`src/hw/rtl/i2a_pkg.sv`:
```
`default_nettype none

package i2a_pkg;

	// operation codes
	localparam logic [1:0] OP_U32 = 2'd0;
	localparam logic [1:0] OP_S32 = 2'd1;
	localparam logic [1:0] OP_U64 = 2'd2;
	localparam logic [1:0] OP_S64 = 2'd3;

	// base limits and ascii constants
	localparam logic [4:0] BASE_MIN  = 5'd2;
	localparam logic [4:0] BASE_MAX  = 5'd16;
	localparam logic [4:0] BASE_DEC  = 5'd10;
	localparam logic [7:0] CHAR_ZERO  = 8'h30;
	localparam logic [7:0] CHAR_ALPHA = 8'h57;
	localparam logic [7:0] CHAR_MINUS = 8'h2d;

	// request and result payloads
	typedef struct packed {
		logic [1:0]  operation;
		logic [63:0] value;
		logic [4:0]  base;
	} number_t;

	typedef struct packed {
		logic [7:0] character;
		logic       last;
	} text_t;

	// datapath actions of the control word
	localparam logic [3:0] ACT_NONE       = 4'd0;
	localparam logic [3:0] ACT_LOAD       = 4'd1;
	localparam logic [3:0] ACT_EMIT_MINUS = 4'd2;
	localparam logic [3:0] ACT_DIV_INIT   = 4'd3;
	localparam logic [3:0] ACT_DIV_STEP   = 4'd4;
	localparam logic [3:0] ACT_STORE      = 4'd5;
	localparam logic [3:0] ACT_READ       = 4'd6;
	localparam logic [3:0] ACT_EMIT_DIGIT = 4'd7;
	localparam logic [3:0] ACT_EMIT_ZERO  = 4'd8;

	// jump conditions of the control word
	localparam logic [2:0] CND_ALWAYS   = 3'd0;
	localparam logic [2:0] CND_NO_INPUT = 3'd1;
	localparam logic [2:0] CND_SPECIAL  = 3'd2;
	localparam logic [2:0] CND_NO_MINUS = 3'd3;
	localparam logic [2:0] CND_OUT_BUSY = 3'd4;
	localparam logic [2:0] CND_DIV_RUN  = 3'd5;
	localparam logic [2:0] CND_QUOT_NZ  = 3'd6;
	localparam logic [2:0] CND_COUNT_NZ = 3'd7;

	// program step addresses; some are referenced as jump targets
	localparam logic [3:0] PC_LOAD     = 4'd0;
	localparam logic [3:0] PC_SPECIAL  = 4'd1;
	localparam logic [3:0] PC_SIGN     = 4'd2;
	localparam logic [3:0] PC_MINUS    = 4'd3;
	localparam logic [3:0] PC_DIV_INIT = 4'd4;
	localparam logic [3:0] PC_DIV_STEP = 4'd5;
	localparam logic [3:0] PC_STORE    = 4'd6;
	localparam logic [3:0] PC_READ     = 4'd7;
	localparam logic [3:0] PC_EMIT     = 4'd8;
	localparam logic [3:0] PC_NEXT     = 4'd9;
	localparam logic [3:0] PC_DONE     = 4'd10;
	localparam logic [3:0] PC_ZERO     = 4'd11;
	localparam logic [3:0] PC_ZDONE    = 4'd12;

	typedef struct packed {
		logic [3:0] act;
		logic [2:0] cnd;
		logic [3:0] tgt;
	} ctrl_t;

	typedef struct packed {
		logic in_valid;
		logic special;
		logic minus;
		logic out_busy;
		logic div_run;
		logic quot_nz;
		logic count_nz;
	} status_t;

	// microcode program
	function automatic ctrl_t rom(input logic [3:0] pc);
		ctrl_t w;
		case (pc)
			PC_LOAD:     w = '{ACT_LOAD,       CND_NO_INPUT, PC_LOAD};
			PC_SPECIAL:  w = '{ACT_NONE,       CND_SPECIAL,  PC_ZERO};
			PC_SIGN:     w = '{ACT_NONE,       CND_NO_MINUS, PC_DIV_INIT};
			PC_MINUS:    w = '{ACT_EMIT_MINUS, CND_OUT_BUSY, PC_MINUS};
			PC_DIV_INIT: w = '{ACT_DIV_INIT,   CND_ALWAYS,   PC_DIV_STEP};
			PC_DIV_STEP: w = '{ACT_DIV_STEP,   CND_DIV_RUN,  PC_DIV_STEP};
			PC_STORE:    w = '{ACT_STORE,      CND_QUOT_NZ,  PC_DIV_INIT};
			PC_READ:     w = '{ACT_READ,       CND_ALWAYS,   PC_EMIT};
			PC_EMIT:     w = '{ACT_EMIT_DIGIT, CND_OUT_BUSY, PC_EMIT};
			PC_NEXT:     w = '{ACT_NONE,       CND_COUNT_NZ, PC_READ};
			PC_DONE:     w = '{ACT_NONE,       CND_ALWAYS,   PC_LOAD};
			PC_ZERO:     w = '{ACT_EMIT_ZERO,  CND_OUT_BUSY, PC_ZERO};
			PC_ZDONE:    w = '{ACT_NONE,       CND_ALWAYS,   PC_LOAD};
			default:     w = '{ACT_NONE,       CND_ALWAYS,   PC_LOAD};
		endcase
		return w;
	endfunction

	// digit value to lower-case ascii
	function automatic logic [7:0] digit_char(input logic [3:0] d);
		logic [7:0] c;
		if (d < 4'd10) begin
			c = CHAR_ZERO + {4'd0, d};
		end else begin
			c = CHAR_ALPHA + {4'd0, d};
		end
		return c;
	endfunction

endpackage

`default_nettype wire

```
`src/hw/rtl/i2a_ram.sv`:
```
`default_nettype none

module i2a_ram #(
	parameter int WIDTH = 4,
	parameter int DEPTH = 64
) (
	input  wire logic                     clk,
	input  wire logic                     we,
	input  wire logic [$clog2(DEPTH)-1:0] waddr,
	input  wire logic [WIDTH-1:0]         wdata,
	input  wire logic                     re,
	input  wire logic [$clog2(DEPTH)-1:0] raddr,
	output logic      [WIDTH-1:0]         rdata
);

	logic [WIDTH-1:0] mem [DEPTH];

	// one write port, one registered read port
	always_ff @(posedge clk) begin
		if (we) begin
			mem[waddr] <= wdata;
		end
		if (re) begin
			rdata <= mem[raddr];
		end
	end

endmodule

`default_nettype wire

```
`src/hw/rtl/i2a_seq.sv`:
```
`default_nettype none

module i2a_seq (
	input  wire logic             clk,
	input  wire logic             arst_n,
	input  wire i2a_pkg::status_t status,
	output i2a_pkg::ctrl_t        ctrl
);

	logic [3:0] pc_q;
	logic       jump;

	assign ctrl = i2a_pkg::rom(pc_q);

	// jump condition select
	always_comb begin
		case (ctrl.cnd)
			i2a_pkg::CND_ALWAYS:   jump = 1'b1;
			i2a_pkg::CND_NO_INPUT: jump = !status.in_valid;
			i2a_pkg::CND_SPECIAL:  jump = status.special;
			i2a_pkg::CND_NO_MINUS: jump = !status.minus;
			i2a_pkg::CND_OUT_BUSY: jump = status.out_busy;
			i2a_pkg::CND_DIV_RUN:  jump = status.div_run;
			i2a_pkg::CND_QUOT_NZ:  jump = status.quot_nz;
			i2a_pkg::CND_COUNT_NZ: jump = status.count_nz;
			default:               jump = 1'b1;
		endcase
	end

	// step counter
	always_ff @(posedge clk or negedge arst_n) begin
		if (!arst_n) begin
			pc_q <= i2a_pkg::PC_LOAD;
		end else if (jump) begin
			pc_q <= ctrl.tgt;
		end else begin
			pc_q <= pc_q + 4'd1;
		end
	end

endmodule

`default_nettype wire

```
`src/hw/rtl/integer_to_ascii_radix.sv`:
```
// Steps: load and test the request, emit a leading minus for a negative decimal value, then
// per digit run the shared divider at 8 quotient bits a cycle, plus set-up and store, then
// read and emit each character and close; zero or a bad base emits a lone zero instead.
// Requests: one at a time; the load step returns through the closing steps after the last
// character is handed to the output register, which may still be waiting to be taken.
// Reset: asynchronous, active low; sequencer returns to the load step, no output valid.
`default_nettype none

module integer_to_ascii_radix #(
	parameter int MAX_DIGITS = 64
) (
	input  wire logic             clk,
	input  wire logic             arst_n,
	input  wire logic             number_valid,
	output logic                  number_stall,
	input  wire i2a_pkg::number_t number,
	output logic                  text_valid,
	input  wire logic             text_stall,
	output i2a_pkg::text_t        text
);

	localparam int AW = $clog2(MAX_DIGITS);
	localparam int CW = $clog2(MAX_DIGITS + 1);

	i2a_pkg::ctrl_t   ctrl;
	i2a_pkg::status_t status;

	logic [63:0]   quot_q;
	logic [4:0]    base_q;
	logic [3:0]    rem_q;
	logic [2:0]    bit_q;
	logic [CW-1:0] count_q;
	logic          minus_q;
	logic          special_q;
	i2a_pkg::text_t out_q;
	logic          out_valid_q;

	logic          out_busy;
	logic          accept;
	logic          emit;
	i2a_pkg::text_t emit_data;

	logic          wide;
	logic [63:0]   ext_val;
	logic          neg;
	logic          minus_d;
	logic          special_d;
	logic [63:0]   mag;

	logic [63:0]   div_q;
	logic [3:0]    div_r;
	logic [4:0]    div_t;

	logic          ram_we;
	logic          ram_re;
	logic [CW-1:0] rd_idx;
	logic [3:0]    ram_rdata;

	// microcode sequencer
	i2a_seq u_seq (
		.clk    (clk),
		.arst_n (arst_n),
		.status (status),
		.ctrl   (ctrl)
	);

	// digit store
	i2a_ram #(
		.WIDTH (4),
		.DEPTH (MAX_DIGITS)
	) u_digits (
		.clk   (clk),
		.we    (ram_we),
		.waddr (count_q[AW-1:0]),
		.wdata (rem_q),
		.re    (ram_re),
		.raddr (rd_idx[AW-1:0]),
		.rdata (ram_rdata)
	);

	// handshakes
	assign out_busy     = out_valid_q && text_stall;
	assign number_stall = (ctrl.act != i2a_pkg::ACT_LOAD);
	assign accept       = number_valid && !number_stall;
	assign text_valid   = out_valid_q;
	assign text         = out_q;

	// status back to the sequencer
	assign status.in_valid = number_valid;
	assign status.special  = special_q;
	assign status.minus    = minus_q;
	assign status.out_busy = out_busy;
	assign status.div_run  = (bit_q != 3'd7);
	assign status.quot_nz  = (quot_q != 64'd0);
	assign status.count_nz = (count_q != '0);

	// request decode: width, sign and magnitude
	assign wide      = number.operation[1];
	assign ext_val   = wide ? number.value : {32'd0, number.value[31:0]};
	assign neg       = number.operation[0] && (wide ? ext_val[63] : ext_val[31]);
	assign minus_d   = neg && (number.base == i2a_pkg::BASE_DEC);
	assign special_d = (ext_val == 64'd0) || (number.base < i2a_pkg::BASE_MIN)
		|| (number.base > i2a_pkg::BASE_MAX);
	assign mag       = wide ? (64'd0 - ext_val) : {32'd0, 32'd0 - ext_val[31:0]};

	// eight restoring division steps on the top quotient byte
	always_comb begin
		div_q = quot_q;
		div_r = rem_q;
		div_t = '0;
		for (int i = 0; i < 8; i++) begin
			div_t = {div_r, div_q[63]};
			div_q = {div_q[62:0], 1'b0};
			if (div_t >= base_q) begin
				div_t    = div_t - base_q;
				div_q[0] = 1'b1;
			end
			div_r = div_t[3:0];
		end
	end

	// digit store access
	assign ram_we = (ctrl.act == i2a_pkg::ACT_STORE) && (count_q < CW'(MAX_DIGITS));
	assign ram_re = (ctrl.act == i2a_pkg::ACT_READ);
	assign rd_idx = count_q - CW'(1);

	// character for the output register
	always_comb begin
		emit      = 1'b0;
		emit_data = '{character: i2a_pkg::CHAR_ZERO, last: 1'b1};
		case (ctrl.act)
			i2a_pkg::ACT_EMIT_MINUS: begin
				emit      = !out_busy;
				emit_data = '{character: i2a_pkg::CHAR_MINUS, last: 1'b0};
			end
			i2a_pkg::ACT_EMIT_DIGIT: begin
				emit      = !out_busy;
				emit_data = '{character: i2a_pkg::digit_char(ram_rdata),
					last: (count_q == CW'(1))};
			end
			i2a_pkg::ACT_EMIT_ZERO: begin
				emit      = !out_busy;
			end
			default: begin
				emit = 1'b0;
			end
		endcase
	end

	// datapath control registers
	always_ff @(posedge clk or negedge arst_n) begin
		if (!arst_n) begin
			count_q   <= '0;
			bit_q     <= '0;
			minus_q   <= 1'b0;
			special_q <= 1'b0;
		end else begin
			case (ctrl.act)
				i2a_pkg::ACT_LOAD: begin
					if (accept) begin
						count_q   <= '0;
						minus_q   <= minus_d;
						special_q <= special_d;
					end
				end
				i2a_pkg::ACT_DIV_INIT: begin
					bit_q <= '0;
				end
				i2a_pkg::ACT_DIV_STEP: begin
					bit_q <= bit_q + 3'd1;
				end
				i2a_pkg::ACT_STORE: begin
					if (count_q < CW'(MAX_DIGITS)) begin
						count_q <= count_q + CW'(1);
					end
				end
				i2a_pkg::ACT_EMIT_DIGIT: begin
					if (!out_busy) begin
						count_q <= count_q - CW'(1);
					end
				end
				default: begin
					count_q <= count_q;
				end
			endcase
		end
	end

	// quotient, base and remainder
	always_ff @(posedge clk) begin
		case (ctrl.act)
			i2a_pkg::ACT_LOAD: begin
				if (accept) begin
					quot_q <= minus_d ? mag : ext_val;
					base_q <= number.base;
				end
			end
			i2a_pkg::ACT_DIV_INIT: begin
				rem_q <= '0;
			end
			i2a_pkg::ACT_DIV_STEP: begin
				quot_q <= div_q;
				rem_q  <= div_r;
			end
			default: begin
				rem_q <= rem_q;
			end
		endcase
	end

	// output register
	always_ff @(posedge clk or negedge arst_n) begin
		if (!arst_n) begin
			out_valid_q <= 1'b0;
		end else if (emit) begin
			out_valid_q <= 1'b1;
		end else if (!text_stall) begin
			out_valid_q <= 1'b0;
		end
	end

	always_ff @(posedge clk) begin
		if (emit) begin
			out_q <= emit_data;
		end
	end

	// a new result appears only from an emit step
	assert property (@(posedge clk) disable iff (!arst_n)
		$rose(out_valid_q) |-> ($past(ctrl.act) == i2a_pkg::ACT_EMIT_MINUS
			|| $past(ctrl.act) == i2a_pkg::ACT_EMIT_DIGIT
			|| $past(ctrl.act) == i2a_pkg::ACT_EMIT_ZERO))
		else $error("result without emit step");

	// an accepted request starts with an empty digit store
	assert property (@(posedge clk) disable iff (!arst_n)
		accept |=> (count_q == '0))
		else $error("digit count not cleared on request");

	// digit count stays within the store
	assert property (@(posedge clk) disable iff (!arst_n)
		count_q <= CW'(MAX_DIGITS))
		else $error("digit count overflow");

	// a waiting result is never overwritten
	assert property (@(posedge clk) disable iff (!arst_n)
		out_busy |=> $stable(out_q))
		else $error("stalled result overwritten");

endmodule

`default_nettype wire

```
`config.mk`:
```
export PLATFORM = sky130hd
export DESIGN_NAME = integer_to_ascii_radix
export DESIGN_NICKNAME = d
export VERILOG_FILES = /design/src/hw/rtl/i2a_pkg.sv /design/src/hw/rtl/i2a_ram.sv /design/src/hw/rtl/i2a_seq.sv /design/src/hw/rtl/integer_to_ascii_radix.sv
export SDC_FILE = /design/constraint.sdc
export NUM_CORES = 1
export LEC_CHECK = 0
export ABC_AREA = 1
export BUFFER_PORTS_ARGS = -buffer_cell sky130_fd_sc_hd__buf_2
export CORE_ASPECT_RATIO = 1.1
export CORE_MARGIN = 8
export CORE_UTILIZATION = 25
export CTS_CLUSTER_DIAMETER = 200
export DETAILED_ROUTE_END_ITERATION = 10
export PLACE_DENSITY = 0.38
export SLEW_MARGIN = 40
export SYNTH_ARGS = -nofsm -noshare
export SYNTH_HDL_FRONTEND = slang
export SYNTH_SLANG_ARGS = --single-unit
```
`constraint.sdc`:
```
create_clock -name clk -period 12.7 [get_ports clk]
set_clock_uncertainty 0.1 [all_clocks]
set_input_delay 2.54 -clock clk [delete_from_list [all_inputs] [get_ports clk]]
set_output_delay 2.54 -clock clk [all_outputs]
set_load 0.05 [all_outputs]
```
# Yosys cells after proc, flatten, opt, wreduce, memory -nomap -nowiden
# Memory sizes are Yosys's and may differ from the RTL's. A register that Yosys moved wholly into a read port is not among the register bits.
# Index checks and enable logic that the tools add are counted.
dict set report classes {
  n_addsub 16
  order_cmp 12
  mux 37
  n_reduce_logical 22
  n_eq_ne 23
}
# op n
set ops {}
lappend ops {{2-to-1 mux 64 bit} 4}
lappend ops {{one-hot mux 64 bit (2 select lines)} 1}
lappend ops {{logical NOT 64 bit} 1}
lappend ops {{nonzero test 64 bit} 1}
lappend ops {{subtractor 1 x 64 -> 64 bit, first input constant} 1}
lappend ops {{greater-or-equal comparator 5 bit} 8}
lappend ops {{2-to-1 mux 4 bit} 9}
lappend ops {{subtractor 1 x 32 -> 32 bit, first input constant} 1}
lappend ops {{subtractor 4 bit} 8}
lappend ops {{2-to-1 mux 7 bit} 3}
lappend ops {{one-hot mux 7 bit (3 select lines)} 1}
lappend ops {{one-hot mux 9 bit (2 select lines)} 1}
lappend ops {{equality test 4 x 3 -> 1 bit, second input constant} 4}
lappend ops {{2-to-1 mux 1 bit} 14}
lappend ops {{equality test 3 bit, second input constant} 4}
lappend ops {{adder 7 x 4 -> 8 bit, first input constant} 1}
lappend ops {{equality test 4 x 2 -> 1 bit, second input constant} 2}
lappend ops {{2-to-1 mux 8 bit} 1}
lappend ops {{one-hot mux 1 bit (8 select lines)} 1}
lappend ops {{one-hot mux 4 bit (2 select lines)} 1}
lappend ops {{adder 6 x 4 -> 7 bit, first input constant} 1}
lappend ops {{adder 7 x 1 -> 7 bit, second input constant} 1}
lappend ops {{equality test 7 x 1 -> 1 bit, second input constant} 1}
lappend ops {{less-than comparator 7 bit, second input constant} 1}
lappend ops {{26 further kinds} 39}
dict set report word_totals {
  out_inout_bits 11
  ramBits 256
  memories 2
  regBits 99
  inputBits 75
  mem_bits_ro 176
}
# name depth word_bits rd rd_clocked_by_memory_dff write_ports line_no
set memory_table {}
lappend memory_table {u_digits.mem 64 4 1 1 1 i2a_ram.sv:16} ;# logic [WIDTH-1:0] mem [DEPTH];
lappend memory_table {{(no name shown)} 16 11 1 0 0 i2a_pkg.sv:86} ;# case (pc)

# Longest topological paths before layout
# Gate-level depths: netlist of run 1.
dict set report logic_depth {
  word_depth 17
  depth_mapped 71
}

# Modules after synthesis
# From an unflattened synthesis of run 1, not the netlist that was laid out.
dict set report hier_totals {
  hier_cells 2222
  hier_area_um2 19871.6
}
# mod cells_per_inst instances area_per_inst_um2 seq_area_each_um2
set by_module_without_submodules {}
lappend by_module_without_submodules {i2a_ram 948 1 10921.7 7807.5}
lappend by_module_without_submodules {integer_to_ascii_radix 1185 1 8265.4 2757.6}
lappend by_module_without_submodules {i2a_seq 89 1 684.4 100.1}

# Worst setup path after synthesis of run 1
# No wires, ideal clock.
dict set report synth_path {
  path_type {register to register}
  startpoint {reg rem_q[1]}
  endpoint {reg rem_q[2], data pin}
  period_less_slack_ns 10.675
  setup_slack_ns 2.025
  t_required_ns 12.456
  arrival_ns 10.431
  stages_incl_launch_ff 67
  cell_sequence {edfxtp_1 -> ha_1 -> a21o_1 -> a21boi_0 -> nand3_1 -> o21ai_0 -> inv_1 -> ha_1 -> nand2_1 -> inv_1 -> nand4_1 -> nand3_1 -> inv_1 -> or2_2 -> o21ai_0 -> inv_1 -> ha_1 -> nand2_1 -> [... 31 more ...] -> ha_1 -> a21oi_1 -> o21ai_0 -> nand2_1 -> nand3b_1 -> a21oi_1 -> nand2_1 -> and2_1 -> ha_1 -> a21oi_1 -> nand2_1 -> nand2_1 -> nand3b_1 -> a21oi_1 -> inv_1 -> nor2_4 -> nand3_1 -> o21ai_1}
}
dict set report synth_between {
  elab_chain_len 17
  word_cells_on_any_way 25
  classes_between {8 x add/sub; 8 x order compare; 9 x mux}
}
# item line_no
set synth_rtl {}
lappend synth_rtl {{from (decl)} integer_to_ascii_radix.sv:30} ;# logic [3:0] rem_q;
lappend synth_rtl {{from (signal assigned)} integer_to_ascii_radix.sv:203} ;# rem_q <= div_r;
lappend synth_rtl {{from (signal assigned)} integer_to_ascii_radix.sv:206} ;# rem_q <= rem_q;
lappend synth_rtl {{subtractor 4 bit / greater-or-equal comparator 5 bit (equally long branches)} {integer_to_ascii_radix.sv:115, integer_to_ascii_radix.sv:114}}
lappend synth_rtl {{2-to-1 mux 4 bit *} integer_to_ascii_radix.sv:114} ;# if (div_t >= base_q) begin
lappend synth_rtl {{subtractor 4 bit / greater-or-equal comparator 5 bit (equally long branches)} {integer_to_ascii_radix.sv:115, integer_to_ascii_radix.sv:114}}
lappend synth_rtl {{2-to-1 mux 4 bit *} integer_to_ascii_radix.sv:114}
lappend synth_rtl {{greater-or-equal comparator 5 bit / subtractor 4 bit (equally long branches)} {integer_to_ascii_radix.sv:114, integer_to_ascii_radix.sv:115}}
lappend synth_rtl {{2-to-1 mux 4 bit *} integer_to_ascii_radix.sv:114}
lappend synth_rtl {{subtractor 4 bit / greater-or-equal comparator 5 bit (equally long branches)} {integer_to_ascii_radix.sv:115, integer_to_ascii_radix.sv:114}}
lappend synth_rtl {{2-to-1 mux 4 bit *} integer_to_ascii_radix.sv:114}
lappend synth_rtl {{subtractor 4 bit / greater-or-equal comparator 5 bit (equally long branches)} {integer_to_ascii_radix.sv:115, integer_to_ascii_radix.sv:114}}
lappend synth_rtl {{2-to-1 mux 4 bit *} integer_to_ascii_radix.sv:114}
lappend synth_rtl {{subtractor 4 bit / greater-or-equal comparator 5 bit (equally long branches)} {integer_to_ascii_radix.sv:115, integer_to_ascii_radix.sv:114}}
lappend synth_rtl {{2-to-1 mux 4 bit *} integer_to_ascii_radix.sv:114}
lappend synth_rtl {{greater-or-equal comparator 5 bit / subtractor 4 bit (equally long branches)} {integer_to_ascii_radix.sv:114, integer_to_ascii_radix.sv:115}}
lappend synth_rtl {{2-to-1 mux 4 bit *} integer_to_ascii_radix.sv:114}
lappend synth_rtl {{subtractor 4 bit / greater-or-equal comparator 5 bit (equally long branches)} {integer_to_ascii_radix.sv:115, integer_to_ascii_radix.sv:114}}
lappend synth_rtl {{2-to-1 mux 4 bit *} integer_to_ascii_radix.sv:114}
lappend synth_rtl {{one-hot mux 4 bit (2 select lines) *} integer_to_ascii_radix.sv:191} ;# case (ctrl.act)
# Mark *: on every way between the ends. The rest lies on a longest branch, timed or not.
# A chain may end at the register's enable or synchronous reset.

# Worst setup path after layout of run 1
dict set report layout_path {
  startpoint {reg base_q[4]}
  endpoint {reg rem_q[2], data pin}
}
dict set report layout_between {
  elab_chain_len 17
  word_cells_on_any_way 24
  classes_between {7 x add/sub; 8 x order compare; 9 x mux}
}
# item line_no
set layout_rtl {}
lappend layout_rtl {{from (decl)} integer_to_ascii_radix.sv:29} ;# logic [4:0] base_q;
lappend layout_rtl {{from (signal assigned)} integer_to_ascii_radix.sv:195} ;# base_q <= number.base;
lappend layout_rtl {{greater-or-equal comparator 5 bit} integer_to_ascii_radix.sv:114}
lappend layout_rtl {{2-to-1 mux 4 bit} integer_to_ascii_radix.sv:114}
lappend layout_rtl {{subtractor 4 bit / greater-or-equal comparator 5 bit (equally long branches)} {integer_to_ascii_radix.sv:115, integer_to_ascii_radix.sv:114}}
lappend layout_rtl {{2-to-1 mux 4 bit} integer_to_ascii_radix.sv:114}
lappend layout_rtl {{subtractor 4 bit / greater-or-equal comparator 5 bit (equally long branches)} {integer_to_ascii_radix.sv:115, integer_to_ascii_radix.sv:114}}
lappend layout_rtl {{2-to-1 mux 4 bit} integer_to_ascii_radix.sv:114}
lappend layout_rtl {{subtractor 4 bit / greater-or-equal comparator 5 bit (equally long branches)} {integer_to_ascii_radix.sv:115, integer_to_ascii_radix.sv:114}}
lappend layout_rtl {{2-to-1 mux 4 bit} integer_to_ascii_radix.sv:114}
lappend layout_rtl {{greater-or-equal comparator 5 bit / subtractor 4 bit (equally long branches)} {integer_to_ascii_radix.sv:114, integer_to_ascii_radix.sv:115}}
lappend layout_rtl {{2-to-1 mux 4 bit} integer_to_ascii_radix.sv:114}
lappend layout_rtl {{greater-or-equal comparator 5 bit / subtractor 4 bit (equally long branches)} {integer_to_ascii_radix.sv:114, integer_to_ascii_radix.sv:115}}
lappend layout_rtl {{2-to-1 mux 4 bit} integer_to_ascii_radix.sv:114}
lappend layout_rtl {{subtractor 4 bit / greater-or-equal comparator 5 bit (equally long branches)} {integer_to_ascii_radix.sv:115, integer_to_ascii_radix.sv:114}}
lappend layout_rtl {{2-to-1 mux 4 bit} integer_to_ascii_radix.sv:114}
lappend layout_rtl {{subtractor 4 bit / greater-or-equal comparator 5 bit (equally long branches)} {integer_to_ascii_radix.sv:115, integer_to_ascii_radix.sv:114}}
lappend layout_rtl {{2-to-1 mux 4 bit *} integer_to_ascii_radix.sv:114}
lappend layout_rtl {{one-hot mux 4 bit (2 select lines) *} integer_to_ascii_radix.sv:191}
# Marked as above.

==> impl_table.tex, run 1 <==
\begin{tabular}{lr}
\hline
Metric & Value \\
\hline
\multicolumn{2}{l}{\textbf{Outcome}} \\
\quad Status & completed \\
\multicolumn{2}{l}{\textbf{Power and ir drop}} \\
\quad Lkg Pwr & 8.45 nW \\
\quad Pwr Density & 113 mW/mm² \\
\quad Peak supply drop & 0.0000816 V \\
\multicolumn{2}{l}{\textbf{Routing}} \\
\quad 1st-iter DRT viols & 1170 \\
\quad WL final & 63.0 mm \\
\quad Via count & 15400 \\
\quad Met2 WL post-DR & 30.8 mm \\
\quad Highest metal used & met4 \\
\quad Antenna Violating Nets Remaining & 0 \\
\quad DRC violations left & 0 \\
\quad Via density per instance & 4.73 \\
\quad First-pass iteration count of the detailed router & 6 \\
\quad Total met3 wirelength after detailed routing & 2.82 mm \\
\quad Drt wl/cell & 19.4 µm \\
\quad WL met1 & 27.4 mm \\
\multicolumn{2}{l}{\textbf{Critical path}} \\
\quad Number of cells on the worst reg-to-reg path & 67 \\
\quad Crit path top cell by count & sky130\_fd\_sc\_hd\_\_nand2\_1 \\
\quad Element type at the critical path end & flip-flop \\
\quad Cell with the largest stage delay on the worst path & sky130\_fd\_sc\_hd\_\_ha\_1 \\
\quad Critical Path Max Stage Delay & 440 ps \\
\quad Required time at the worst-slack endpoint & 13020 ps \\
\quad Critical Path AT & 11940 ps \\
\quad Top fanout value on the critical path & 8 \\
\quad Crit Path Category & reg2reg \\
\quad Critical Path Source Type & flip-flop \\
\multicolumn{2}{l}{\textbf{Timing}} \\
\quad Worst rel slew slack & 43.4\% \\
\quad Final period demand of the worst path & 11610 ps \\
\quad Number of hold violations in the final report & 0 \\
\quad Final worst path period share & 91.4\% \\
\quad Achievable clock frequency & 86.1 MHz \\
\quad Final Slew Violations & 0 \\
\quad Worst slew pin tran & 847 ps \\
\quad Final setup violating endpoints & 0 \\
\multicolumn{2}{l}{\textbf{Clocking}} \\
\quad Clock slew at the register clock pins of the worst setup and hold paths & 60 ps \\
\quad Clock H-tree levels & 2 \\
\quad Clock latency on the worst-skew pair & 590 ps \\
\quad Clock root buffer & sky130\_fd\_sc\_hd\_\_clkbuf\_16 \\
\quad Number of buffers created by CTS & 43 \\
\quad Number of clock sinks seen by CTS & 358 \\
\quad CTS tree & done \\
\quad Hold buffer count at cts & 0 \\
\quad Longest Clk Path Bufs & 3 \\
\multicolumn{2}{l}{\textbf{Floorplanning}} \\
\quad Floorplan die area & 0.0873 mm² \\
\quad Number of standard-cell rows in the floorplan & 107 \\
\quad Initial core utilization & 25.2\% \\
\quad Ports & 86 \\
\quad Floorplan die height & 309 µm \\
\quad Die Span X & 283 µm \\
\quad Area of the core & 0.0774 mm² \\
\multicolumn{2}{l}{\textbf{Placed design}} \\
\quad Placed Instances & 3164 \\
\quad Total half-perimeter wirelength after legalization and detailed placement & 44.2 mm \\
\quad IO buf count & 84 \\
\quad RD Place Congestion & 0.852 \\
\multicolumn{2}{l}{\textbf{GRT}} \\
\quad Gr ovfl total & 0 \\
\quad Initial antenna violation count & 0 \\
\quad Maximum number of pins on one net before global-route repair & 87 \\
\quad Overall routing resource usage & 14.2\% \\
\quad Number of global-route vias before repair & 16000 \\
\quad Wire length of the first global-routing pass & 95.9 mm \\
\multicolumn{2}{l}{\textbf{Synthesis}} \\
\quad Cell Area, Synth & 0.0195 mm² \\
\quad Distinct cells, synth & 52 \\
\quad Synthesis-stage register bit count & 358 \\
\quad Number of synthesis warnings & 0 \\
\quad Sequential area share after synthesis & 54.6\% \\
\quad Post-synth net total & 2250 \\
\quad Syn Area/Cell & 9.24 µm² \\
\quad Synth Instances & 2114 \\
\multicolumn{2}{l}{\textbf{Finish}} \\
\quad Fraction of final layout cells sized beyond drive strength 1 & 11.2\% \\
\quad Area growth from synthesis to layout & 15.2\% \\
\quad Core utilization of the finished layout & 29.1\% \\
\quad Most common cell after layout, fill and taps aside & sky130\_fd\_sc\_hd\_\_nand2\_1 \\
\quad Ant diodes & 0 \\
\quad Count of nets after finishing & 2322 \\
\quad Highest-count cells in the layout ignoring fill and taps & sky130\_fd\_sc\_hd\_\_nand2\_1 (368), sky130\_fd\_sc\_hd\_\_nor2\_1 (354), sky130\_fd\_sc\_hd\_\_edfxtp\_1 (341), sky130\_fd\_sc\_hd\_\_o21ai\_0 (217), sky130\_fd\_sc\_hd\_\_inv\_1 (166) \\
\quad Final Non-Filler Cells & 3250 \\
\multicolumn{2}{l}{\textbf{Job}} \\
\quad Number of max-capacitance violations reported & 0 \\
\multicolumn{2}{l}{\textbf{Worst hold path}} \\
\quad Worst Hold Class & reg2reg \\
\quad Worst hold path depth & 1 \\
\hline
\end{tabular}
==> what timing repair did <==
| action | in CTS | in global routing |
|---|---|---|
| setup buffers | 0 | 9 |
| gates resized for setup | 0 | 9 |
| setup endpoints to repair | 0 | 5 |
| hold endpoints to repair | 0 | 0 |
==> report_power, final <==
part / switching, mW / internal (mW) / total (mW)
Combinational: 0.0423 / 0.0208 / 0.0631
Clock: 0.513 / 0.685 / 1.20
Sequential: 0 / 1.27 / 1.27
Total: 0.555 / 1.98 / 2.53
==> flip-flops by register name, indices dropped and copies added (netlist names), named ones only <==
signal,flops
text_valid,1
u_digits.mem,256
minus_q,1
base_q,5
bit_q,3
rem_q,4
text,8
count_q,7
u_digits.rdata,4
quot_q,64
special_q,1
u_seq.pc_q,3
==> layer usage <==
| layer | global-route usage [%] | up-vias |
|---|---|---|
| met5 | 0 | - |
| li1 | - | 7485 |
| met1 | 18.1 | 7430 |
| met2 | 24.6 | 352 |
| met3 | 2.36 | 91 |
| met4 | 4.62 | 0 |
==> cells by family (layout without fill, tap and decap cells) <==
| family | after synthesis | in the layout | synth area share (%) |
|---|---|---|---|
| buffers and inverters | 268 | 369 | 5.60 |
| flip-flops | 358 | 358 | 54.6 |
| adder cells (fa/ha/maj) | 61 | 61 | 4.21 |
| AND/OR/NAND/NOR | 981 | 981 | 21.6 |
| AO/OA/AOI/OAI | 402 | 402 | 12.1 |
| XOR/XNOR | 42 | 42 | 1.92 |
| other | 2 | 2 | 0.0384 |
==> area by class of cell <==
class | instances | area [µm²]
clock inverters | 27 | 250
clock buffers | 47 | 1090
inverters | 185 | 712
multi-input cells | 1488 | 7810
fillers | 8274 | 54900
repair buffers | 110 | 671
well taps | 1035 | 1290
flip-flops and latches | 358 | 10700
==> critical path: cells and delay by family, from the launching register on <==
family | cells | cell delay, ps
buffers and inverters | 13 | 1360
adder cells (fa/ha/maj) | 8 | 2650
AO/OA/AOI/OAI | 13 | 2360
AND/OR/NAND/NOR | 33 | 4610
flip-flops | 1 | 370
==> synthesized netlist by cell type (all sizes together) <==
library cell	count	area [µm²]
conb	2	7.51
and2	5	31.3
fa	8	160
inv	182	686
dfrtp	17	425
or2	12	75.1
a31oi	4	25.0
clkinv	3	12.5
buf	38	225
o221ai	34	298
xnor2	19	174
clkbuf	45	170
edfxtp	341	10200
o211ai	33	248
ha	53	663
a21boi	3	33.8
nor4	1	6.26
nand3b	6	45.0
nand2	379	1460
nor3b	1	7.51
a211oi	1	7.51
nor3	22	110
a21o	7	52.6
nor2	367	1470
xor2	23	201
a21oi	39	195
o21a	4	30.0
o21bai	1	7.51
o22ai	18	113
o31ai	5	42.5
o21ai	253	1300
nand3	156	803
nand4	32	200
==> stage by stage <==
stage / setup slack (ps) / instance area [µm²] / total power [mW] / TNS [ps] / hold WS [ps]
floorplan: 2020 / 19500 / 1.33 / 0 / 350
global placement: 1000 / 21000 / 1.36 / 0 / 374
detailed placement: 434 / 21000 / 1.36 / 0 / 374
CTS: 399 / 22300 / 2.57 / 0 / 387
global route: -35.2 / 22500 / 2.62 / -35.2 / 406
finish: 1090 / 22500 / 2.53 / 0 / 382
==> worst paths after layout <==
check | from | endpoint | slack, ps
setup / recovery | base_q[4] | rem_q[2] | 1090
hold / removal | bit_q[0] | bit_q[0] | 380
setup reg to reg | base_q[4] | rem_q[2] | 1090
hold reg to reg | bit_q[0] | bit_q[0] | 380
max in group asynchronous | arst_n | count_q[0] | 10320
min in group asynchronous | arst_n | async pin | 1810
(Power assumes the default switching activity.)
==> inputs of run 2 (changes only) <==
--- a/config.mk
+++ b/config.mk
@@ -5,7 +5,6 @@
 export SDC_FILE = /design/constraint.sdc
 export NUM_CORES = 1
 export LEC_CHECK = 0
-export ABC_AREA = 1
 export BUFFER_PORTS_ARGS = -buffer_cell sky130_fd_sc_hd__buf_2
 export CORE_ASPECT_RATIO = 1.1
 export CORE_MARGIN = 8
==> run 2 against run 1 <==
Effect of this change:
- utilization is essentially flat
- sequential share of layout area increased by 2.2 points
- worst hold slack worse by 1.0 ps
- critical path type unchanged
- critical endpoint is now quot_q[0]
- largest cell class unchanged
==> impl_table.tex, run 2 <==
\begin{tabular}{lr}
\hline
Metric & Value \\
\hline
\multicolumn{2}{l}{\textbf{Outcome}} \\
\quad Status & completed (unchanged) \\
\multicolumn{2}{l}{\textbf{Clocking}} \\
\quad Number of buffers created by CTS & 42 (was 43) \\
\quad Post-CTS Setup Bufs & 0 (unchanged) \\
\quad Clock root buffer & sky130\_fd\_sc\_hd\_\_clkbuf\_16 (unchanged) \\
\quad Clock slew at the register clock pins of the worst setup and hold paths & 60 ps (about the same) \\
\quad Clock latency on the worst-skew pair & 580 ps (was 590 ps) \\
\quad Longest Clk Path Bufs & 3 (unchanged) \\
\quad Clock H-tree levels & 2 (unchanged) \\
\quad Number of clock sinks seen by CTS & 358 (unchanged) \\
\quad CTS tree & done (unchanged) \\
\multicolumn{2}{l}{\textbf{Routing}} \\
\quad WL final & 53.4 mm (was 63.0 mm) \\
\quad First-pass iteration count of the detailed router & 5 (was 6) \\
\quad Antenna Violating Nets Remaining & 0 (unchanged) \\
\quad Via count & 12100 (was 15400) \\
\quad DRC violations left & 0 (unchanged) \\
\quad Drt wl/cell & 21.5 µm (was 19.4 µm) \\
\quad 1st-iter DRT viols & 902 (was 1170) \\
\quad Via density per instance & 4.85 (was 4.73) \\
\multicolumn{2}{l}{\textbf{Synthesis}} \\
\quad Number of enable-type register cells in the synthesized netlist & 341 (unchanged) \\
\quad Share of synthesized cell area in and, or, nand and nor gates & 10.9\% (was 21.6\%) \\
\quad Top cell types by occurrence after synthesis & sky130\_fd\_sc\_hd\_\_edfxtp\_1 (341), sky130\_fd\_sc\_hd\_\_nor2\_1 (115), sky130\_fd\_sc\_hd\_\_nand2\_1 (111) (was sky130\_fd\_sc\_hd\_\_nand2\_1 (369), sky130\_fd\_sc\_hd\_\_nor2\_1 (355), sky130\_fd\_sc\_hd\_\_edfxtp\_1 (341)) \\
\quad Syn Area/Cell & 13.1 µm² (was 9.24 µm²) \\
\quad Library cell with the highest instance count after synthesis & sky130\_fd\_sc\_hd\_\_edfxtp\_1 (was sky130\_fd\_sc\_hd\_\_nand2\_1) \\
\quad Sequential area share after synthesis & 57.3\% (was 54.6\%) \\
\quad Top flip-flop cell by instance count after synthesis & sky130\_fd\_sc\_hd\_\_edfxtp\_1 (unchanged) \\
\quad Fraction of synthesis flops using an asynchronous set or reset pin & 4.75\% (unchanged) \\
\quad Synth Instances & 1417 (was 2114) \\
\quad Dominant combinational cell family by area after synthesis & multiplexers (was simple AND/OR/NAND/NOR gates) \\
\quad Fraction of post-synthesis cell area in the top cell type by area & 55.0\% (was 52.4\%) \\
\quad Share of synthesized area spent on multiplexers & 11.3\% (was 0\%) \\
\quad Number of synthesis warnings & 0 (unchanged) \\
\quad Cell Area, Synth & 0.0186 mm² (was 0.0195 mm²) \\
\quad Leading area contributor after synthesis & sky130\_fd\_sc\_hd\_\_edfxtp\_1 (unchanged) \\
\quad Post-synth net total & 1553 (was 2250) \\
\quad Synthesized-area fraction occupied by adder cells & 4.43\% (was 4.21\%) \\
\quad Post-synthesis xor/xnor area fraction & 3.67\% (was 1.92\%) \\
\quad Ranking of synthesized cells by area & sky130\_fd\_sc\_hd\_\_edfxtp\_1 (55\%), sky130\_fd\_sc\_hd\_\_mux4\_2 (9.7\%), sky130\_fd\_sc\_hd\_\_ha\_1 (3.6\%), sky130\_fd\_sc\_hd\_\_xnor2\_1 (2.9\%), sky130\_fd\_sc\_hd\_\_nor2\_1 (2.3\%) (was sky130\_fd\_sc\_hd\_\_edfxtp\_1 (52\%), sky130\_fd\_sc\_hd\_\_nand2\_1 (7.1\%), sky130\_fd\_sc\_hd\_\_nor2\_1 (6.8\%), sky130\_fd\_sc\_hd\_\_o21ai\_0 (5.6\%), sky130\_fd\_sc\_hd\_\_nand3\_1 (3.9\%)) \\
\quad Compound-Gate Fraction of Synth Area & 10.0\% (was 12.1\%) \\
\quad Synthesis-stage register bit count & 358 (unchanged) \\
\quad Distinct cells, synth & 73 (was 52) \\
\multicolumn{2}{l}{\textbf{GRT}} \\
\quad Gr ovfl total & 0 (unchanged) \\
\quad Initial antenna violation count & 0 (unchanged) \\
\quad Overall routing resource usage & 12.5\% (was 14.2\%) \\
\quad Number of global-route vias before repair & 12700 (was 16000) \\
\quad Maximum number of pins on one net before global-route repair & 101 (was 87) \\
\quad Wire length of the first global-routing pass & 80.6 mm (was 95.9 mm) \\
\multicolumn{2}{l}{\textbf{Critical path}} \\
\quad Top fanout value on the critical path & 10 (was 8) \\
\quad Critical Path Max Stage Delay & 690 ps (was 440 ps) \\
\quad Critical Path Source Type & flip-flop (unchanged) \\
\quad Critical Path AT & 11700 ps (was 11940 ps) \\
\quad Worst reg2reg path endpoint & quot\_q[0] (was rem\_q[2]) \\
\quad Crit Path Category & reg2reg (unchanged) \\
\quad Crit path top cell by count & sky130\_fd\_sc\_hd\_\_ha\_1 (was sky130\_fd\_sc\_hd\_\_nand2\_1) \\
\quad Element type at the critical path end & flip-flop (unchanged) \\
\quad Source of the worst register-to-register timing path & base\_q[1] (was base\_q[4]) \\
\quad Required time at the worst-slack endpoint & 12900 ps (was 13020 ps) \\
\quad Number of cells on the worst reg-to-reg path & 46 (was 67) \\
\quad Cell with the largest stage delay on the worst path & sky130\_fd\_sc\_hd\_\_edfxtp\_1 (was sky130\_fd\_sc\_hd\_\_ha\_1) \\
\quad Register-to-register setup slack & 1190 ps (was 1090 ps) \\
\multicolumn{2}{l}{\textbf{Placed design}} \\
\quad Total half-perimeter wirelength after legalization and detailed placement & 37.0 mm (was 44.2 mm) \\
\quad RD Place Congestion & 0.813 (was 0.852) \\
\quad IO buf count & 84 (unchanged) \\
\multicolumn{2}{l}{\textbf{Finish}} \\
\quad Count of nets after finishing & 1633 (was 2322) \\
\quad Fraction of final layout cells sized beyond drive strength 1 & 19.2\% (was 11.2\%) \\
\quad Flip-flop count of the largest register, all copies and words added & 256 (unchanged) \\
\quad Reg with most FFs & u\_digits.mem (unchanged) \\
\quad Most common cell after layout, fill and taps aside & sky130\_fd\_sc\_hd\_\_edfxtp\_1 (was sky130\_fd\_sc\_hd\_\_nand2\_1) \\
\quad Highest-count cells in the layout ignoring fill and taps & sky130\_fd\_sc\_hd\_\_edfxtp\_1 (341), sky130\_fd\_sc\_hd\_\_nor2\_1 (114), sky130\_fd\_sc\_hd\_\_nand2\_1 (110), sky130\_fd\_sc\_hd\_\_buf\_2 (84), sky130\_fd\_sc\_hd\_\_mux4\_2 (80) (was sky130\_fd\_sc\_hd\_\_nand2\_1 (368), sky130\_fd\_sc\_hd\_\_nor2\_1 (354), sky130\_fd\_sc\_hd\_\_edfxtp\_1 (341), sky130\_fd\_sc\_hd\_\_o21ai\_0 (217), sky130\_fd\_sc\_hd\_\_inv\_1 (166)) \\
\quad Area growth from synthesis to layout & 15.6\% (was 15.2\%) \\
\quad Ant diodes & 0 (unchanged) \\
\multicolumn{2}{l}{\textbf{Floorplanning}} \\
\quad Initial core utilization & 25.1\% (was 25.2\%) \\
\quad Floorplan die area & 0.0834 mm² (was 0.0873 mm²) \\
\quad Number of standard-cell rows in the floorplan & 105 (was 107) \\
\quad Area of the core & 0.0741 mm² (was 0.0774 mm²) \\
\quad Die Span X & 276 µm (was 283 µm) \\
\quad Ports & 86 (unchanged) \\
\quad Floorplan die height & 302 µm (was 309 µm) \\
\multicolumn{2}{l}{\textbf{Timing}} \\
\quad Final Slew Violations & 0 (unchanged) \\
\quad Final worst path period share & 90.6\% (was 91.4\%) \\
\quad Number of hold violations in the final report & 0 (unchanged) \\
\quad Sum of negative setup slack & 0 ps (unchanged) \\
\quad Worst slew pin tran & 779 ps (was 847 ps) \\
\quad RSZ-0062 raised after global routing & no \\
\quad Achievable clock frequency & 86.9 MHz (was 86.1 MHz) \\
\quad Worst rel slew slack & 47.3\% (was 43.4\%) \\
\quad Final period demand of the worst path & 11510 ps (was 11610 ps) \\
\quad Final setup violating endpoints & 0 (unchanged) \\
\multicolumn{2}{l}{\textbf{Worst hold path}} \\
\quad Launch point of the worst hold path & bit\_q[0] (unchanged) \\
\quad Worst min-delay path endpoint & bit\_q[0] (unchanged) \\
\quad Worst hold path depth & 1 (unchanged) \\
\quad Worst Hold Class & reg2reg (unchanged) \\
\multicolumn{2}{l}{\textbf{Job}} \\
\quad Number of max-capacitance violations reported & 0 (unchanged) \\
\hline
\end{tabular}
==> run 2: cell count changes in the layout (fill, tap and decap cells not counted), sizes merged, moves of 24 or more <==
cell	previous run	this run
nand3	156	21
nand4	32	8
o221ai	34	1
xnor2	19	62
nor4	1	35
o211ai	33	5
nand2	379	111
mux4	0	80
nor2	367	115
inv	181	49
o21ai	253	88
==> run 2: logic make-up after synthesis <==
logic type	Yosys count
adder cells (fa/ha/maj)	61
buffers and inverters	113
XOR/XNOR	78
AO/OA/AOI/OAI	291
multiplexers	108
AND/OR/NAND/NOR	406
other	2
flip-flops	358
==> run 2: final cells by class <==
cell class                 instances  area [µm²]
fill                            7643       52600
sequential                       358       10700
multi-input combinational        946        7580
tap                              963        1200
clock buffer                      54        1120
timing repair buffer             102         583
clock inverter                    17         178
inverter                          47         176
==> run 2: how the worst max path moves through the flow <==
stage	cells after the start	end	startpoint	slack (ps)
after global routing	46	quot_q[0]	base_q[1]	190
after detailed placement	46	quot_q[0]	base_q[1]	920
after CTS	46	quot_q[0]	base_q[1]	900
final	46	quot_q[0]	base_q[1]	1190
after floorplan	44	quot_q[0]	rem_q[1]	1460
after global placement	46	quot_q[0]	base_q[1]	1150
==> run 2: stage by stage <==
step | util [%] | hold WS (ps) | instances | setup slack, ps | cell area (µm²)
final | 29.0 | 381 | 2487 | 1190 | 21500
after global routing | 29.0 | 411 | 2487 | 192 | 21500
after CTS | 29.0 | 388 | 2486 | 901 | 21500
after detailed placement | 27.2 | 380 | 2415 | 918 | 20200
after global placement | 27.2 | 369 | 2415 | 1150 | 20100
after floorplan | - | 346 | 1417 | 1460 | 18600
==> run 2: routing by layer <==
metal,global-route usage [%],share of wire (%)
met5,0,0
met4,3.99,2.7
met3,2.40,4.0
met2,22.4,51
met1,15.2,42
==> run 2: what timing repair did <==
action,in CTS,in global routing
endpoints found under the setup margin,0,1
hold buffers,0,0
resized for setup,0,1
==> run 2: critical path: cells and delay by family, from the launching register on <==
kind                       cells  cell delay (ps)
adders and majority gates      8             2240
DFF                            1              690
buffers and inverters          4              460
AOI/OAI and AO/OA             22             4880
and+or+nand+nor                9             1610
muxes                          3             1230
Power of run 2 is left out: the tool's default activity adds up to more than one toggle a clock period on the data nets, which glitch-free logic cannot reach.
==> inputs of run 3 (changes only) <==
--- a/config.mk
+++ b/config.mk
@@ -12,6 +12,7 @@
 export CTS_CLUSTER_DIAMETER = 200
 export DETAILED_ROUTE_END_ITERATION = 10
 export PLACE_DENSITY = 0.38
+export REMOVE_ABC_BUFFERS = 1
 export SLEW_MARGIN = 40
 export SYNTH_ARGS = -nofsm -noshare
 export SYNTH_HDL_FRONTEND = slang
==> run 3 against run 2 <==
Effect of this change:
- global-route usage is 0.42 points higher
- die area unchanged
- sequential share of layout area is 0.30 points lower
- critical path depth did not move
- highest routed layer is now met5
- routed wire length increased by 3.3%
- setup slack lost 160 ps
==> impl_table.tex, run 3 (synthesis results as in run 2) <==
\begin{tabular}{lr}
\hline
Metric & Value \\
\hline
\multicolumn{2}{l}{\textbf{Outcome}} \\
\quad Status & completed (unchanged) \\
\multicolumn{2}{l}{\textbf{Floorplanning}} \\
\quad Ports & 86 (unchanged) \\
\quad Floorplan die area & 0.0834 mm² (unchanged) \\
\quad Die Span X & 276 µm (unchanged) \\
\quad Number of standard-cell rows in the floorplan & 105 (unchanged) \\
\quad Floorplan die height & 302 µm (unchanged) \\
\quad Area of the core & 0.0741 mm² (unchanged) \\
\quad Initial core utilization & 25.1\% (unchanged) \\
\multicolumn{2}{l}{\textbf{Placed design}} \\
\quad Total half-perimeter wirelength after legalization and detailed placement & 39.3 mm (was 37.0 mm) \\
\quad RD Place Congestion & 0.816 (was 0.813) \\
\quad Placed standard-cell area & 0.0202 mm² (about the same) \\
\quad IO buf count & 84 (unchanged) \\
\quad Placed Instances & 2418 (was 2415) \\
\multicolumn{2}{l}{\textbf{Routing}} \\
\quad 1st-iter DRT viols & 683 (was 902) \\
\quad DRC violations left & 0 (unchanged) \\
\quad Via density per instance & 4.86 (was 4.85) \\
\quad Antenna Violating Nets Remaining & 0 (unchanged) \\
\quad First-pass iteration count of the detailed router & 4 (was 5) \\
\quad WL final & 55.2 mm (was 53.4 mm) \\
\quad Via count & 12100 (about the same) \\
\quad Drt wl/cell & 22.1 µm (was 21.5 µm) \\
\multicolumn{2}{l}{\textbf{Timing}} \\
\quad RSZ-0062 raised after global routing & no (unchanged) \\
\quad Number of hold violations in the final report & 0 (unchanged) \\
\quad Achievable clock frequency & 85.7 MHz (was 86.9 MHz) \\
\quad Final setup violating endpoints & 0 (unchanged) \\
\quad Final Slew Violations & 0 (unchanged) \\
\quad Worst rel slew slack & 43.8\% (was 47.3\%) \\
\quad Final period demand of the worst path & 11670 ps (was 11510 ps) \\
\quad Final worst path period share & 91.9\% (was 90.6\%) \\
\quad Sum of negative setup slack & 0 ps (unchanged) \\
\quad Worst slew pin tran & 836 ps (was 779 ps) \\
\multicolumn{2}{l}{\textbf{Critical path}} \\
\quad Element type at the critical path end & flip-flop (unchanged) \\
\quad Source of the worst register-to-register timing path & base\_q[1] (unchanged) \\
\quad Crit path top cell by count & sky130\_fd\_sc\_hd\_\_ha\_1 (unchanged) \\
\quad Required time at the worst-slack endpoint & 12910 ps (was 12900 ps) \\
\quad Number of cells on the worst reg-to-reg path & 46 (unchanged) \\
\quad Timing startpoint of the critical path & base\_q[1] (unchanged) \\
\quad Crit Path Category & reg2reg (unchanged) \\
\quad Cell with the largest stage delay on the worst path & sky130\_fd\_sc\_hd\_\_edfxtp\_1 (unchanged) \\
\quad Worst Setup EP & quot\_q[0] (unchanged) \\
\quad Critical Path AT & 11880 ps (was 11700 ps) \\
\quad Critical Path Source Type & flip-flop (unchanged) \\
\quad Critical Path Max Stage Delay & 710 ps (was 690 ps) \\
\quad Register-to-register setup slack & 1030 ps (was 1190 ps) \\
\quad Worst reg2reg path endpoint & quot\_q[0] (unchanged) \\
\quad Top fanout value on the critical path & 10 (unchanged) \\
\multicolumn{2}{l}{\textbf{Finish}} \\
\quad Flip-flop count of the largest register, all copies and words added & 256 (unchanged) \\
\quad Count of nets after finishing & 1636 (was 1633) \\
\quad Area growth from synthesis to layout & 16.3\% (was 15.6\%) \\
\quad Reg with most FFs & u\_digits.mem (unchanged) \\
\quad Final Non-Filler Cells & 2495 (was 2487) \\
\quad Highest-count cells in the layout ignoring fill and taps & sky130\_fd\_sc\_hd\_\_edfxtp\_1 (341), sky130\_fd\_sc\_hd\_\_nor2\_1 (114), sky130\_fd\_sc\_hd\_\_nand2\_1 (110), sky130\_fd\_sc\_hd\_\_buf\_2 (84), sky130\_fd\_sc\_hd\_\_mux4\_2 (80) (unchanged) \\
\quad Most common cell after layout, fill and taps aside & sky130\_fd\_sc\_hd\_\_edfxtp\_1 (unchanged) \\
\quad Fraction of final layout cells sized beyond drive strength 1 & 19.5\% (was 19.2\%) \\
\quad Ant diodes & 0 (unchanged) \\
\quad Final instance area & 0.0216 mm² (was 0.0215 mm²) \\
\multicolumn{2}{l}{\textbf{Clocking}} \\
\quad Post-CTS Setup Bufs & 0 (unchanged) \\
\quad Clock slew at the register clock pins of the worst setup and hold paths & 60 ps (about the same) \\
\quad Longest Clk Path Bufs & 3 (unchanged) \\
\quad Count of cells resized by post-cts repair & 0 (unchanged) \\
\quad Clock latency on the worst-skew pair & 570 ps (was 580 ps) \\
\quad Clock H-tree levels & 2 (unchanged) \\
\quad Clock root buffer & sky130\_fd\_sc\_hd\_\_clkbuf\_16 (unchanged) \\
\quad Hold buffer count at cts & 0 (unchanged) \\
\quad CTS tree & done (unchanged) \\
\quad Number of buffers created by CTS & 43 (was 42) \\
\quad Number of clock sinks seen by CTS & 358 (unchanged) \\
\multicolumn{2}{l}{\textbf{GRT}} \\
\quad Overall routing resource usage & 13.0\% (was 12.5\%) \\
\quad Number of global-route vias before repair & 12900 (was 12700) \\
\quad Maximum number of pins on one net before global-route repair & 101 (unchanged) \\
\quad Initial antenna violation count & 4 (was 0) \\
\quad Wire length of the first global-routing pass & 83.2 mm (was 80.6 mm) \\
\quad Gr ovfl total & 0 (unchanged) \\
\multicolumn{2}{l}{\textbf{Worst hold path}} \\
\quad Worst Hold Class & reg2reg (unchanged) \\
\multicolumn{2}{l}{\textbf{Job}} \\
\quad Number of max-capacitance violations reported & 0 (unchanged) \\
\hline
\end{tabular}
==> run 3: cell count changes in the layout (fill, tap and decap cells not counted), moves of 2 or more <==
cell / delta
sky130_fd_sc_hd__clkbuf_1: -2
sky130_fd_sc_hd__buf_6: -3
sky130_fd_sc_hd__clkinv_1: +2
sky130_fd_sc_hd__inv_6: +2
sky130_fd_sc_hd__clkinv_4: +2
sky130_fd_sc_hd__bufinv_16: +3
sky130_fd_sc_hd__clkbuf_8: -2
sky130_fd_sc_hd__buf_4: +4
==> run 3: cell type report <==
type | count | area, µm²
Clock inverter | 26 | 307
Sequential cell | 358 | 10700
Timing Repair Buffer | 104 | 599
Fill cell | 7574 | 52500
Multi-Input combinational cell | 946 | 7570
Inverter | 47 | 176
Tap cell | 963 | 1200
Clock buffer | 51 | 1110
==> run 3: routing by layer <==
metal,track usage (%),wire length (µm)
met1,16.0,24000
met2,23.2,28000
met3,2.26,2000
met4,3.41,1170
met5,0,11
==> run 3: through the flow <==
stage                     utilization [%]  hold WS, ps  setup slack [ps]
final                                29.2          377              1030
after global routing                 29.2          392              47.2
after CTS                            29.2          378               740
after detailed placement             27.3          370               799
after global placement               27.2          366              1040
after floorplan                         -          346              1420
==> run 3: worst min path at each step <==
stage,startpoint,endpoint,slack [ps],cells past startpoint
after detailed placement,bit_q[0],bit_q[0],370,1
after floorplan,bit_q[0],bit_q[0],350,1
after global placement,bit_q[0],bit_q[0],370,1
after CTS,bit_q[0],bit_q[0],380,1
after global routing,bit_q[0],bit_q[0],390,1
final,bit_q[0],bit_q[0],380,1
==> run 3: worst max-delay path, delay by kind of cell, from the launching register on <==
family,cells,cell delay [ps]
buffers and inverters,4,490
AO/OA/AOI/OAI,22,4970
adder cells (fa/ha/maj),8,2250
multiplexers,3,1210
flip-flops,1,710
AND/OR/NAND/NOR,9,1640
Power of run 3 is left out for the same reason.
